<file path="src/design/lkdv_pkg.sv">
// ----------------------------------------------------------------------------
// lkdv_pkg
// Types, widths and helpers shared by the link keeping drive vector block.
// ----------------------------------------------------------------------------
package lkdv_pkg;

	localparam int unsigned LKDV_MAX_NEIGHBOURS = 8;
	localparam int unsigned CNT_W      = 4;
	localparam int unsigned COORD_W    = 16;
	localparam int unsigned SQ_W       = 32;
	localparam int unsigned ROOT_W     = 16;
	localparam int unsigned DRIVE_W    = 15;
	localparam int unsigned QUO_W      = 15;
	localparam int unsigned PROD_W     = DRIVE_W + COORD_W;
	localparam int unsigned SQRT_STEPS = 16;
	localparam int unsigned DIV_STEPS  = 15;

	// Register map, decoded on the word address bit
	typedef enum logic {
		REG_REACH = 1'b0,
		REG_DRIVE = 1'b1
	} reg_idx_t;

	// Frame summary handed from the qualifier to the scaler
	typedef struct packed {
		logic                       found;
		logic signed [COORD_W-1:0]  held_x;
		logic signed [COORD_W-1:0]  held_y;
		logic [CNT_W-1:0]           held_index;
		logic [SQ_W-1:0]            held_sq;
	} frame_t;

	// Magnitude of a signed coordinate; the most negative value maps to 2^15
	function automatic logic [COORD_W-1:0] mag16(input logic signed [COORD_W-1:0] v);
		logic [COORD_W-1:0] m;
		m = v[COORD_W-1] ? (~v + 1'b1) : v;
		return m;
	endfunction

endpackage

</file>
<file path="src/design/lkdv_arith.sv">
// ----------------------------------------------------------------------------
// lkdv_arith
// Shared add, subtract and compare unit: diff = a - (b + c), ge = a >= b + c.
// ----------------------------------------------------------------------------
module lkdv_arith import lkdv_pkg::*; (
	input  logic [SQ_W-1:0] a,
	input  logic [SQ_W-1:0] b,
	input  logic [SQ_W-1:0] c,
	output logic            ge,
	output logic [SQ_W-1:0] diff
);

	logic [SQ_W-1:0] sum;
	logic [SQ_W:0]   delta;

	// Form the trial value, then subtract it with a borrow bit
	assign sum   = b + c;
	assign delta = {1'b0, a} - {1'b0, sum};
	assign ge    = ~delta[SQ_W];
	assign diff  = delta[SQ_W-1:0];

endmodule

</file>
<file path="src/design/lkdv_qualify.sv">
// ----------------------------------------------------------------------------
// lkdv_qualify
// Takes neighbour beats, squares offsets on one shared multiplier and keeps
// the lowest-index neighbour beyond reach; hands the frame on at its end.
// ----------------------------------------------------------------------------
module lkdv_qualify import lkdv_pkg::*; #(
	parameter int unsigned MAX_NEIGHBOURS = LKDV_MAX_NEIGHBOURS
) (
	input  logic                      clk,
	input  logic                      arst_n,
	input  logic                      in_valid,
	output logic                      in_stall,
	input  logic signed [COORD_W-1:0] offset_x,
	input  logic signed [COORD_W-1:0] offset_y,
	input  logic                      present,
	input  logic                      frame_end,
	input  logic [COORD_W-1:0]        reach_threshold,
	output frame_t                    frame,
	output logic                      frame_valid,
	input  logic                      frame_take
);

	typedef enum logic [2:0] {
		ST_IDLE,
		ST_SQX,
		ST_SQY,
		ST_CMP,
		ST_DONE
	} state_t;

	state_t                    state_q;
	logic                      found_q;
	logic signed [COORD_W-1:0] hx_q;
	logic signed [COORD_W-1:0] hy_q;
	logic [CNT_W-1:0]          hidx_q;
	logic [SQ_W-1:0]           hsq_q;
	logic [CNT_W-1:0]          cnt_q;
	logic signed [COORD_W-1:0] x_q;
	logic signed [COORD_W-1:0] y_q;
	logic [CNT_W-1:0]          idx_q;
	logic [COORD_W-1:0]        th_q;
	logic                      last_q;
	logic [SQ_W-1:0]           acc_q;

	logic [COORD_W-1:0]        mul_op;
	logic [SQ_W-1:0]           prod;
	logic                      accept;
	logic                      scan;

	assign in_stall    = (state_q != ST_IDLE);
	assign accept      = in_valid && (state_q == ST_IDLE);
	assign scan        = (cnt_q < CNT_W'(MAX_NEIGHBOURS));
	assign frame_valid = (state_q == ST_DONE);
	assign frame       = '{found: found_q, held_x: hx_q, held_y: hy_q,
		held_index: hidx_q, held_sq: hsq_q};

	// Pick the squaring operand for the current step
	always_comb begin
		unique case (state_q)
			ST_SQX:  mul_op = mag16(x_q);
			ST_SQY:  mul_op = mag16(y_q);
			default: mul_op = th_q;
		endcase
	end

	assign prod = {{(SQ_W-COORD_W){1'b0}}, mul_op} * {{(SQ_W-COORD_W){1'b0}}, mul_op};

	// Sequence one beat: x squared, add y squared, compare with reach squared
	always_ff @(posedge clk or negedge arst_n) begin
		if (!arst_n) begin
			state_q <= ST_IDLE;
			found_q <= 1'b0;
			hx_q    <= '0;
			hy_q    <= '0;
			hidx_q  <= '0;
			hsq_q   <= '0;
			cnt_q   <= '0;
			x_q     <= '0;
			y_q     <= '0;
			idx_q   <= '0;
			th_q    <= '0;
			last_q  <= 1'b0;
			acc_q   <= '0;
		end else begin
			unique case (state_q)
				ST_IDLE: begin
					if (accept) begin
						x_q    <= offset_x;
						y_q    <= offset_y;
						idx_q  <= cnt_q;
						th_q   <= reach_threshold;
						last_q <= frame_end;
						if (scan) begin
							cnt_q <= cnt_q + 1'b1;
						end
						if (scan && present && !found_q) begin
							state_q <= ST_SQX;
						end else if (frame_end) begin
							state_q <= ST_DONE;
						end
					end
				end
				ST_SQX: begin
					acc_q   <= prod;
					state_q <= ST_SQY;
				end
				ST_SQY: begin
					acc_q   <= acc_q + prod;
					state_q <= ST_CMP;
				end
				ST_CMP: begin
					// Strictly beyond reach captures this neighbour
					if (acc_q > prod) begin
						found_q <= 1'b1;
						hx_q    <= x_q;
						hy_q    <= y_q;
						hidx_q  <= idx_q;
						hsq_q   <= acc_q;
					end
					state_q <= last_q ? ST_DONE : ST_IDLE;
				end
				ST_DONE: begin
					// Drop the frame state once the scaler has it
					if (frame_take) begin
						found_q <= 1'b0;
						hx_q    <= '0;
						hy_q    <= '0;
						hidx_q  <= '0;
						hsq_q   <= '0;
						cnt_q   <= '0;
						state_q <= ST_IDLE;
					end
				end
				default: state_q <= ST_IDLE;
			endcase
		end
	end

endmodule

</file>
<file path="src/design/lkdv_scale.sv">
// ----------------------------------------------------------------------------
// lkdv_scale
// Square root of the held squared distance, then drive_gain * |d| / root for
// each axis, root and divides on one shared subtract unit; holds the result beat.
// ----------------------------------------------------------------------------
module lkdv_scale import lkdv_pkg::*; (
	input  logic                      clk,
	input  logic                      arst_n,
	input  frame_t                    frame,
	input  logic                      frame_valid,
	output logic                      frame_take,
	input  logic [DRIVE_W-1:0]        drive_gain,
	output logic                      out_valid,
	input  logic                      out_stall,
	output logic signed [COORD_W-1:0] drive_x,
	output logic signed [COORD_W-1:0] drive_y,
	output logic                      has_signal,
	output logic [CNT_W-1:0]          chosen_index
);

	typedef enum logic [2:0] {
		S_IDLE,
		S_SQRT,
		S_MULX,
		S_DIVX,
		S_MULY,
		S_DIVY,
		S_OUT
	} state_t;

	state_t                    state_q;
	frame_t                    fr_q;
	logic [DRIVE_W-1:0]        md_q;
	logic [SQ_W-1:0]           rem_q;
	logic [SQ_W-1:0]           res_q;
	logic [SQ_W-1:0]           bit_q;
	logic [QUO_W-1:0]          dvd_q;
	logic [QUO_W-1:0]          quo_q;
	logic [CNT_W-1:0]          step_q;
	logic [COORD_W-1:0]        drvx_q;
	logic [COORD_W-1:0]        drvy_q;
	logic                      out_valid_q;
	logic signed [COORD_W-1:0] drive_x_q;
	logic signed [COORD_W-1:0] drive_y_q;
	logic                      has_signal_q;
	logic [CNT_W-1:0]          chosen_index_q;

	logic [SQ_W-1:0]           op_a;
	logic [SQ_W-1:0]           op_b;
	logic [SQ_W-1:0]           op_c;
	logic                      ge;
	logic [SQ_W-1:0]           diff;
	logic [COORD_W-1:0]        mag;
	logic [PROD_W-1:0]         prod;
	logic [QUO_W-1:0]          quo_next;
	logic [COORD_W-1:0]        quo_ext;
	logic                      neg;
	logic [COORD_W-1:0]        quo_signed;
	logic                      out_free;

	lkdv_arith u_arith (
		.a    (op_a),
		.b    (op_b),
		.c    (op_c),
		.ge   (ge),
		.diff (diff)
	);

	// Route the shared unit: root trial in square root, divisor compare in divide
	always_comb begin
		if (state_q == S_SQRT) begin
			op_a = rem_q;
			op_b = res_q;
			op_c = bit_q;
		end else begin
			op_a = {{(SQ_W-ROOT_W-1){1'b0}}, rem_q[ROOT_W-1:0], dvd_q[QUO_W-1]};
			op_b = {{(SQ_W-ROOT_W){1'b0}}, res_q[ROOT_W-1:0]};
			op_c = '0;
		end
	end

	assign mag  = (state_q == S_MULX) ? mag16(fr_q.held_x) : mag16(fr_q.held_y);
	assign prod = PROD_W'(md_q) * PROD_W'(mag);

	// Next quotient and its sign for the axis being divided
	assign quo_next   = {quo_q[QUO_W-2:0], ge};
	assign quo_ext    = {1'b0, quo_next};
	assign neg        = (state_q == S_DIVX) ? fr_q.held_x[COORD_W-1] : fr_q.held_y[COORD_W-1];
	assign quo_signed = neg ? (~quo_ext + 1'b1) : quo_ext;

	assign frame_take = (state_q == S_IDLE) && frame_valid;
	assign out_free   = !out_valid_q || !out_stall;

	always_ff @(posedge clk or negedge arst_n) begin
		if (!arst_n) begin
			state_q        <= S_IDLE;
			fr_q           <= '0;
			md_q           <= '0;
			rem_q          <= '0;
			res_q          <= '0;
			bit_q          <= '0;
			dvd_q          <= '0;
			quo_q          <= '0;
			step_q         <= '0;
			drvx_q         <= '0;
			drvy_q         <= '0;
			out_valid_q    <= 1'b0;
			drive_x_q      <= '0;
			drive_y_q      <= '0;
			has_signal_q   <= 1'b0;
			chosen_index_q <= '0;
		end else begin
			// Raise the result beat when loaded, drop it once taken
			if (state_q == S_OUT && out_free) begin
				out_valid_q <= 1'b1;
			end else if (!out_stall) begin
				out_valid_q <= 1'b0;
			end
			unique case (state_q)
				S_IDLE: begin
					if (frame_valid) begin
						fr_q    <= frame;
						md_q    <= drive_gain;
						rem_q   <= frame.held_sq;
						res_q   <= '0;
						bit_q   <= {2'b01, {(SQ_W-2){1'b0}}};
						step_q  <= '0;
						state_q <= frame.found ? S_SQRT : S_OUT;
					end
				end
				S_SQRT: begin
					// One root bit per cycle
					if (ge) begin
						rem_q <= diff;
						res_q <= (res_q >> 1) + bit_q;
					end else begin
						res_q <= res_q >> 1;
					end
					bit_q  <= bit_q >> 2;
					step_q <= step_q + 1'b1;
					if (step_q == CNT_W'(SQRT_STEPS - 1)) begin
						state_q <= S_MULX;
					end
				end
				S_MULX, S_MULY: begin
					// Upper product bits start below the root, so fifteen steps suffice
					rem_q   <= {{(SQ_W-ROOT_W){1'b0}}, prod[PROD_W-1:QUO_W]};
					dvd_q   <= prod[QUO_W-1:0];
					quo_q   <= '0;
					step_q  <= '0;
					state_q <= (state_q == S_MULX) ? S_DIVX : S_DIVY;
				end
				S_DIVX, S_DIVY: begin
					// Restoring divide, one quotient bit per cycle
					rem_q  <= ge ? diff : op_a;
					quo_q  <= quo_next;
					dvd_q  <= {dvd_q[QUO_W-2:0], 1'b0};
					step_q <= step_q + 1'b1;
					if (step_q == CNT_W'(DIV_STEPS - 1)) begin
						if (state_q == S_DIVX) begin
							drvx_q  <= quo_signed;
							state_q <= S_MULY;
						end else begin
							drvy_q  <= quo_signed;
							state_q <= S_OUT;
						end
					end
				end
				S_OUT: begin
					// Load the result once the output register is free
					if (out_free) begin
						drive_x_q      <= fr_q.found ? drvx_q : '0;
						drive_y_q      <= fr_q.found ? drvy_q : '0;
						has_signal_q   <= fr_q.found;
						chosen_index_q <= fr_q.found ? fr_q.held_index : '0;
						state_q        <= S_IDLE;
					end
				end
				default: state_q <= S_IDLE;
			endcase
		end
	end

	assign out_valid    = out_valid_q;
	assign drive_x      = drive_x_q;
	assign drive_y      = drive_y_q;
	assign has_signal   = has_signal_q;
	assign chosen_index = chosen_index_q;

endmodule

</file>
<file path="src/design/link_keeping_drive_vector.sv">
// ----------------------------------------------------------------------------
// link_keeping_drive_vector
// Picks the first neighbour beyond reach in a frame and emits a drive vector
// of fixed magnitude toward it.
// ----------------------------------------------------------------------------
// Usage:
//   Input channel: one beat per neighbour in index order, taken when in_valid
//   is high and in_stall low. A beat that is squared and compared stalls the
//   input through the square x, square y and compare states; a last beat then
//   holds the input until the scaler takes the frame.
//   Output channel: one beat per frame. With a chosen neighbour, the scaler
//   runs 16 square root steps, then per axis one multiply and 15 divide steps,
//   the root and divide steps on one shared subtract and compare unit. With
//   none, the scaler goes straight to its output state.
//   The next frame's beats are taken while the result is computed.
//   A stalled result holds in the output register until taken.
//   Reset clears both registers, the frame state and any pending result.
//   Registers (APB): 0x0 reach_threshold, 0x4 drive gain.
// ----------------------------------------------------------------------------
module link_keeping_drive_vector import lkdv_pkg::*; #(
	parameter int unsigned MAX_NEIGHBOURS = LKDV_MAX_NEIGHBOURS
) (
	input  logic                      clk,
	input  logic                      arst_n,
	input  logic                      psel,
	input  logic                      penable,
	input  logic                      pwrite,
	input  logic [2:0]                paddr,
	input  logic [31:0]               pwdata,
	output logic [31:0]               prdata,
	output logic                      pready,
	input  logic                      in_valid,
	output logic                      in_stall,
	input  logic signed [COORD_W-1:0] offset_x,
	input  logic signed [COORD_W-1:0] offset_y,
	input  logic                      present,
	input  logic                      frame_end,
	output logic                      out_valid,
	input  logic                      out_stall,
	output logic signed [COORD_W-1:0] drive_x,
	output logic signed [COORD_W-1:0] drive_y,
	output logic                      has_signal,
	output logic [CNT_W-1:0]          chosen_index
);

	logic [COORD_W-1:0] reach_q;
	logic [DRIVE_W-1:0] maxd_q;
	reg_idx_t           reg_sel;
	frame_t             frame;
	logic               frame_valid;
	logic               frame_take;

	assign reg_sel = reg_idx_t'(paddr[2]);
	assign pready  = 1'b1;

	// Hold configuration registers
	always_ff @(posedge clk or negedge arst_n) begin
		if (!arst_n) begin
			reach_q <= '0;
			maxd_q  <= '0;
		end else if (psel && penable && pwrite) begin
			unique case (reg_sel)
				REG_REACH: reach_q <= pwdata[COORD_W-1:0];
				REG_DRIVE: maxd_q  <= pwdata[DRIVE_W-1:0];
				default:   reach_q <= reach_q;
			endcase
		end
	end

	// Read back the selected register
	always_comb begin
		unique case (reg_sel)
			REG_REACH: prdata = {{(32-COORD_W){1'b0}}, reach_q};
			REG_DRIVE: prdata = {{(32-DRIVE_W){1'b0}}, maxd_q};
			default:   prdata = '0;
		endcase
	end

	lkdv_qualify #(
		.MAX_NEIGHBOURS (MAX_NEIGHBOURS)
	) u_qualify (
		.clk             (clk),
		.arst_n          (arst_n),
		.in_valid        (in_valid),
		.in_stall        (in_stall),
		.offset_x        (offset_x),
		.offset_y        (offset_y),
		.present         (present),
		.frame_end       (frame_end),
		.reach_threshold (reach_q),
		.frame           (frame),
		.frame_valid     (frame_valid),
		.frame_take      (frame_take)
	);

	lkdv_scale u_scale (
		.clk          (clk),
		.arst_n       (arst_n),
		.frame        (frame),
		.frame_valid  (frame_valid),
		.frame_take   (frame_take),
		.drive_gain   (maxd_q),
		.out_valid    (out_valid),
		.out_stall    (out_stall),
		.drive_x      (drive_x),
		.drive_y      (drive_y),
		.has_signal   (has_signal),
		.chosen_index (chosen_index)
	);

endmodule

</file>
<file path="config.mk">
export PLATFORM = sky130hd
export DESIGN_NAME = link_keeping_drive_vector
export DESIGN_NICKNAME = d
export VERILOG_FILES = /design/src/design/lkdv_pkg.sv /design/src/design/lkdv_arith.sv /design/src/design/lkdv_qualify.sv /design/src/design/lkdv_scale.sv /design/src/design/link_keeping_drive_vector.sv
export SDC_FILE = /design/constraint.sdc
export NUM_CORES = 2
export LEC_CHECK = 0
export BUFFER_PORTS_ARGS = -buffer_cell sky130_fd_sc_hd__buf_2
export CAP_MARGIN = 20
export CORE_MARGIN = 3
export CORE_UTILIZATION = 55
export DETAILED_ROUTE_END_ITERATION = 10
export PLACE_DENSITY = 0.79
export SYNTH_ARGS = -nofsm -noshare
export SYNTH_HDL_FRONTEND = slang
export SYNTH_SLANG_ARGS = --single-unit
</file>
<file path="constraint.sdc">
create_clock -name clk -period 13.9 [get_ports clk]
set_input_delay 1.39 -clock clk [delete_from_list [all_inputs] [get_ports clk]]
set_output_delay 1.39 -clock clk [all_outputs]
set_load 0.02 [all_outputs]
</file>
==> flow_summary.yaml <==
synth:
  synthDominantCellAreaShare: 0.266
  yosysSeqAreaShare: 0.266
  biggest_area_contributors_in_the_synthesized_netlist: "sky130_fd_sc_hd__dfrtp_1, sky130_fd_sc_hd__fa_1, sky130_fd_sc_hd__ha_1, sky130_fd_sc_hd__nand2_1, sky130_fd_sc_hd__inv_1"
  synth_async_sr_flop_share: 1.00
  avgSynthCellArea_sq_um: 8.70
  synthesis.instances: 4657
  syn-cell-area_sq_mm: 0.0405
  number_of_register_bits_inferred_by_synthesis: 430
  netlist.top_cell.by_area: "sky130_fd_sc_hd__dfrtp_1"
  yosysWarningCount: 0
  synthDistinctLibCells: 87
  synth_top_flop_cell: "sky130_fd_sc_hd__dfrtp_1"
  synth-edff-count: 0
floorplan:
  fp.dieW_um: 277
  io-pin-count: 148
  core_region_area_sq_mm: 0.0722
  design.die.area_sq_mm: 0.0769
  initial_utilization: 0.561
  core.rowCount: 98
  height_of_the_chip_um: 277
finish:
  nFillCells: 6085
  seqCellArea_sq_mm: 0.0108
  fraction_of_the_core_area_covered_by_cells_at_the_end_of_the_flow: 0.602
  multiInputGateArea_sq_mm: 0.0268
  count_of_antenna_diodes_in_the_layout: 0
  final_design_area_no_fill_sq_mm: 0.0435
  fin_nets: 5403
  drive_gt1_frac: 0.0747
  area_delta_synth_final_pct: 7.35
drt:
  detail_route.vias_per_cell: 5.81
  wirelength_mm: 101
  drt-pass1-iter-count: 6
  ant_nets: 0
  drt_iter0_drc: 2567
  post_route_drc_violation_count: 0
  drt-wirelength-per-cell_um: 17.8
  detailroute.via_count: 32800
job:
  maxCapViolations: 0
critical_path:
  end_kind: "flip-flop"
  critPathMaxFanout: 32
  start_kind: "flip-flop"
  critical_path.most_common_cell: "sky130_fd_sc_hd__fa_1"
  worst_path_max_delay_cell: "sky130_fd_sc_hd__nor4b_1"
  critical_path.top_delay_family: "adder cells"
  cpPeakStageDelay_ps: 790
  arrival_ps: 12750
  critical_path_class: "flip-flop to flip-flop"
  worstPathBufferInverterCount: 6
  cp.required_ps: 14410
sta:
  setup_violations: 0
  worstMarginPinSlew_ps: 1130
  finalClockSkew_ps: 25.1
  timing.final.hold_violations: 0
  finalCriticalPeriod_ps: 12240
  fmax_ghz: 0.0817
  period_share: 0.881
  final.setup.tns_ps: 0
  slew_violations: 0
  max-slew-margin-rel: 0.241
  grt_setup_unrepaired: "false"
  final.setup.worst_slack_ps: 1660
global_route:
  track_usage: 0.262
  wire_length_of_the_first_global_routing_pass_mm: 168
  grt_pass1_vias: 32800
  antenna_found_initial: 0
  grt_remaining_overflow: 0
  grt_max_degree: 106
cts:
  cts-buffers-inserted: 47
  cts-htree-levels: 2
  cts_max_path_buffers: 3
  cts_hold_buf: 0
  buffer_count_from_post_cts_setup_fixing: 0
  clk_pin_slew_worst_paths_ps: 60
  clock-root-buffer: "sky130_fd_sc_hd__clkbuf_16"
  post_cts.resized_instances: 0
  clock_insertion_delay_worst_skew_ps: 610
  clock_tree_from_tritoncts: "done"
  cts_num_sinks: 430
place:
  placed_instance_area_sq_mm: 0.0418
  post-dp-hpwl_mm: 75.6
  place_congestion: 0.896
  io_buffers: 112
  post-place-ws_ps: 1810
worst_hold_path:
  worst_hold_path_type: "flip-flop to flip-flop"
run_status:
  outcome: "finished clean"
## worst min-delay path, cell delays in order, from the launching register on
cell	delay, ps
sky130_fd_sc_hd__dfrtp_1	340
sky130_fd_sc_hd__nand2_1	50
sky130_fd_sc_hd__nand2_1	50
## stage by stage
step / cells / hold WS [ps]
2_1_floorplan: 4672 / 439
3_3_place_gp: 5558 / 444
3_5_place_dp: 5558 / 452
4_1_cts: 5643 / 465
5_1_grt: 5646 / 485
6_report: 5646 / 462
## placed cells by master (no fill, tap or decap), drive strengths merged, types with 22 or more instances in the layout
master	instances
o21bai	28
mux2	62
buf	171
nor3	36
a21oi	232
xor2	84
mux2i	86
xnor2	144
clkbuf	62
a31oi	40
a221oi	24
nor2b	22
fa	342
nor2	295
dfrtp	430
nand3	111
nand2	816
o21ai	220
ha	325
a21o	62
inv	550
and2	154
o31ai	38
## metal layers
layer	part of all wire	track usage	wire, um	vias to the layer above
met5	0	0	0	-
met4	0.023	0.0651	2350	0
met3	0.067	0.0365	6740	175
met2	0.48	0.437	48500	1080
met1	0.43	0.363	43200	16200
li1	-	-	-	15300
## cell type report
cell class | instances | area share
clock buffers | 62 | 0.0300
flip-flops and latches | 430 | 0.248
inverters | 553 | 0.0478
repair buffers | 171 | 0.0244
well taps | 950 | 0.0273
clock inverters | 23 | 0.00576
multi-input cells | 3457 | 0.617
## final timing paths
path                               startpoint  slack [ps]            endpoint  cells past startpoint
max                          u_qualify.x_q[7]        1660  u_qualify.hy_q[11]                     37
min                        u_scale.drive_y[5]         460  u_scale.drive_y[5]                      2
max reg2reg                  u_qualify.x_q[7]        1660  u_qualify.hy_q[11]                     37
min reg2reg                u_scale.drive_y[5]         460  u_scale.drive_y[5]                      2
max in group asynchronous              arst_n       10180          reach_q[8]                      5
min in group asynchronous              arst_n         820  u_scale.drive_y[4]                      1
## registers in the layout, indices dropped and copies added (netlist names), 14 cells and up
signal	flops
u_scale.res_q	32
u_qualify.hx_q	16
u_scale.fr_q	37
u_scale.bit_q	16
u_qualify.hy_q	16
u_qualify.x_q	16
u_scale.drvy_q	16
u_qualify.th_q	16
u_scale.drive_x	16
u_qualify.acc_q	32
maxd_q	15
u_scale.dvd_q	15
u_qualify.hsq_q	32
u_scale.md_q	15
u_scale.rem_q	32
u_scale.quo_q	14
u_scale.drvx_q	16
u_scale.drive_y	16
u_qualify.y_q	16
reach_q	16
## synth_stat cells (21+ instances only)
cell type	instances
sky130_fd_sc_hd__a211oi_1	21
sky130_fd_sc_hd__a21o_1	62
sky130_fd_sc_hd__a21oi_1	231
sky130_fd_sc_hd__a221oi_1	24
sky130_fd_sc_hd__a31oi_1	40
sky130_fd_sc_hd__and2_1	154
sky130_fd_sc_hd__buf_1	27
sky130_fd_sc_hd__buf_4	22
sky130_fd_sc_hd__clkbuf_1	177
sky130_fd_sc_hd__dfrtp_1	430
sky130_fd_sc_hd__fa_1	342
sky130_fd_sc_hd__ha_1	325
sky130_fd_sc_hd__inv_1	547
sky130_fd_sc_hd__mux2_2	62
sky130_fd_sc_hd__mux2i_1	86
sky130_fd_sc_hd__nand2_1	816
sky130_fd_sc_hd__nand3_1	111
sky130_fd_sc_hd__nor2_1	295
sky130_fd_sc_hd__nor2b_1	22
sky130_fd_sc_hd__nor3_1	35
sky130_fd_sc_hd__o21ai_0	214
sky130_fd_sc_hd__o21bai_1	28
sky130_fd_sc_hd__o31ai_1	36
sky130_fd_sc_hd__xnor2_1	144
sky130_fd_sc_hd__xor2_1	84
## cells by family after synthesis
group | synth area share
simple gates | 0.171
compound gates | 0.131
buf+inv | 0.0754
fa+ha+maj | 0.269
flops | 0.266
xor+xnor | 0.0493
mux | 0.0385
other cells | 0.000185
Power is not shown: default switching activity piles up to over one toggle a cycle in this logic, so the estimate is an artifact.
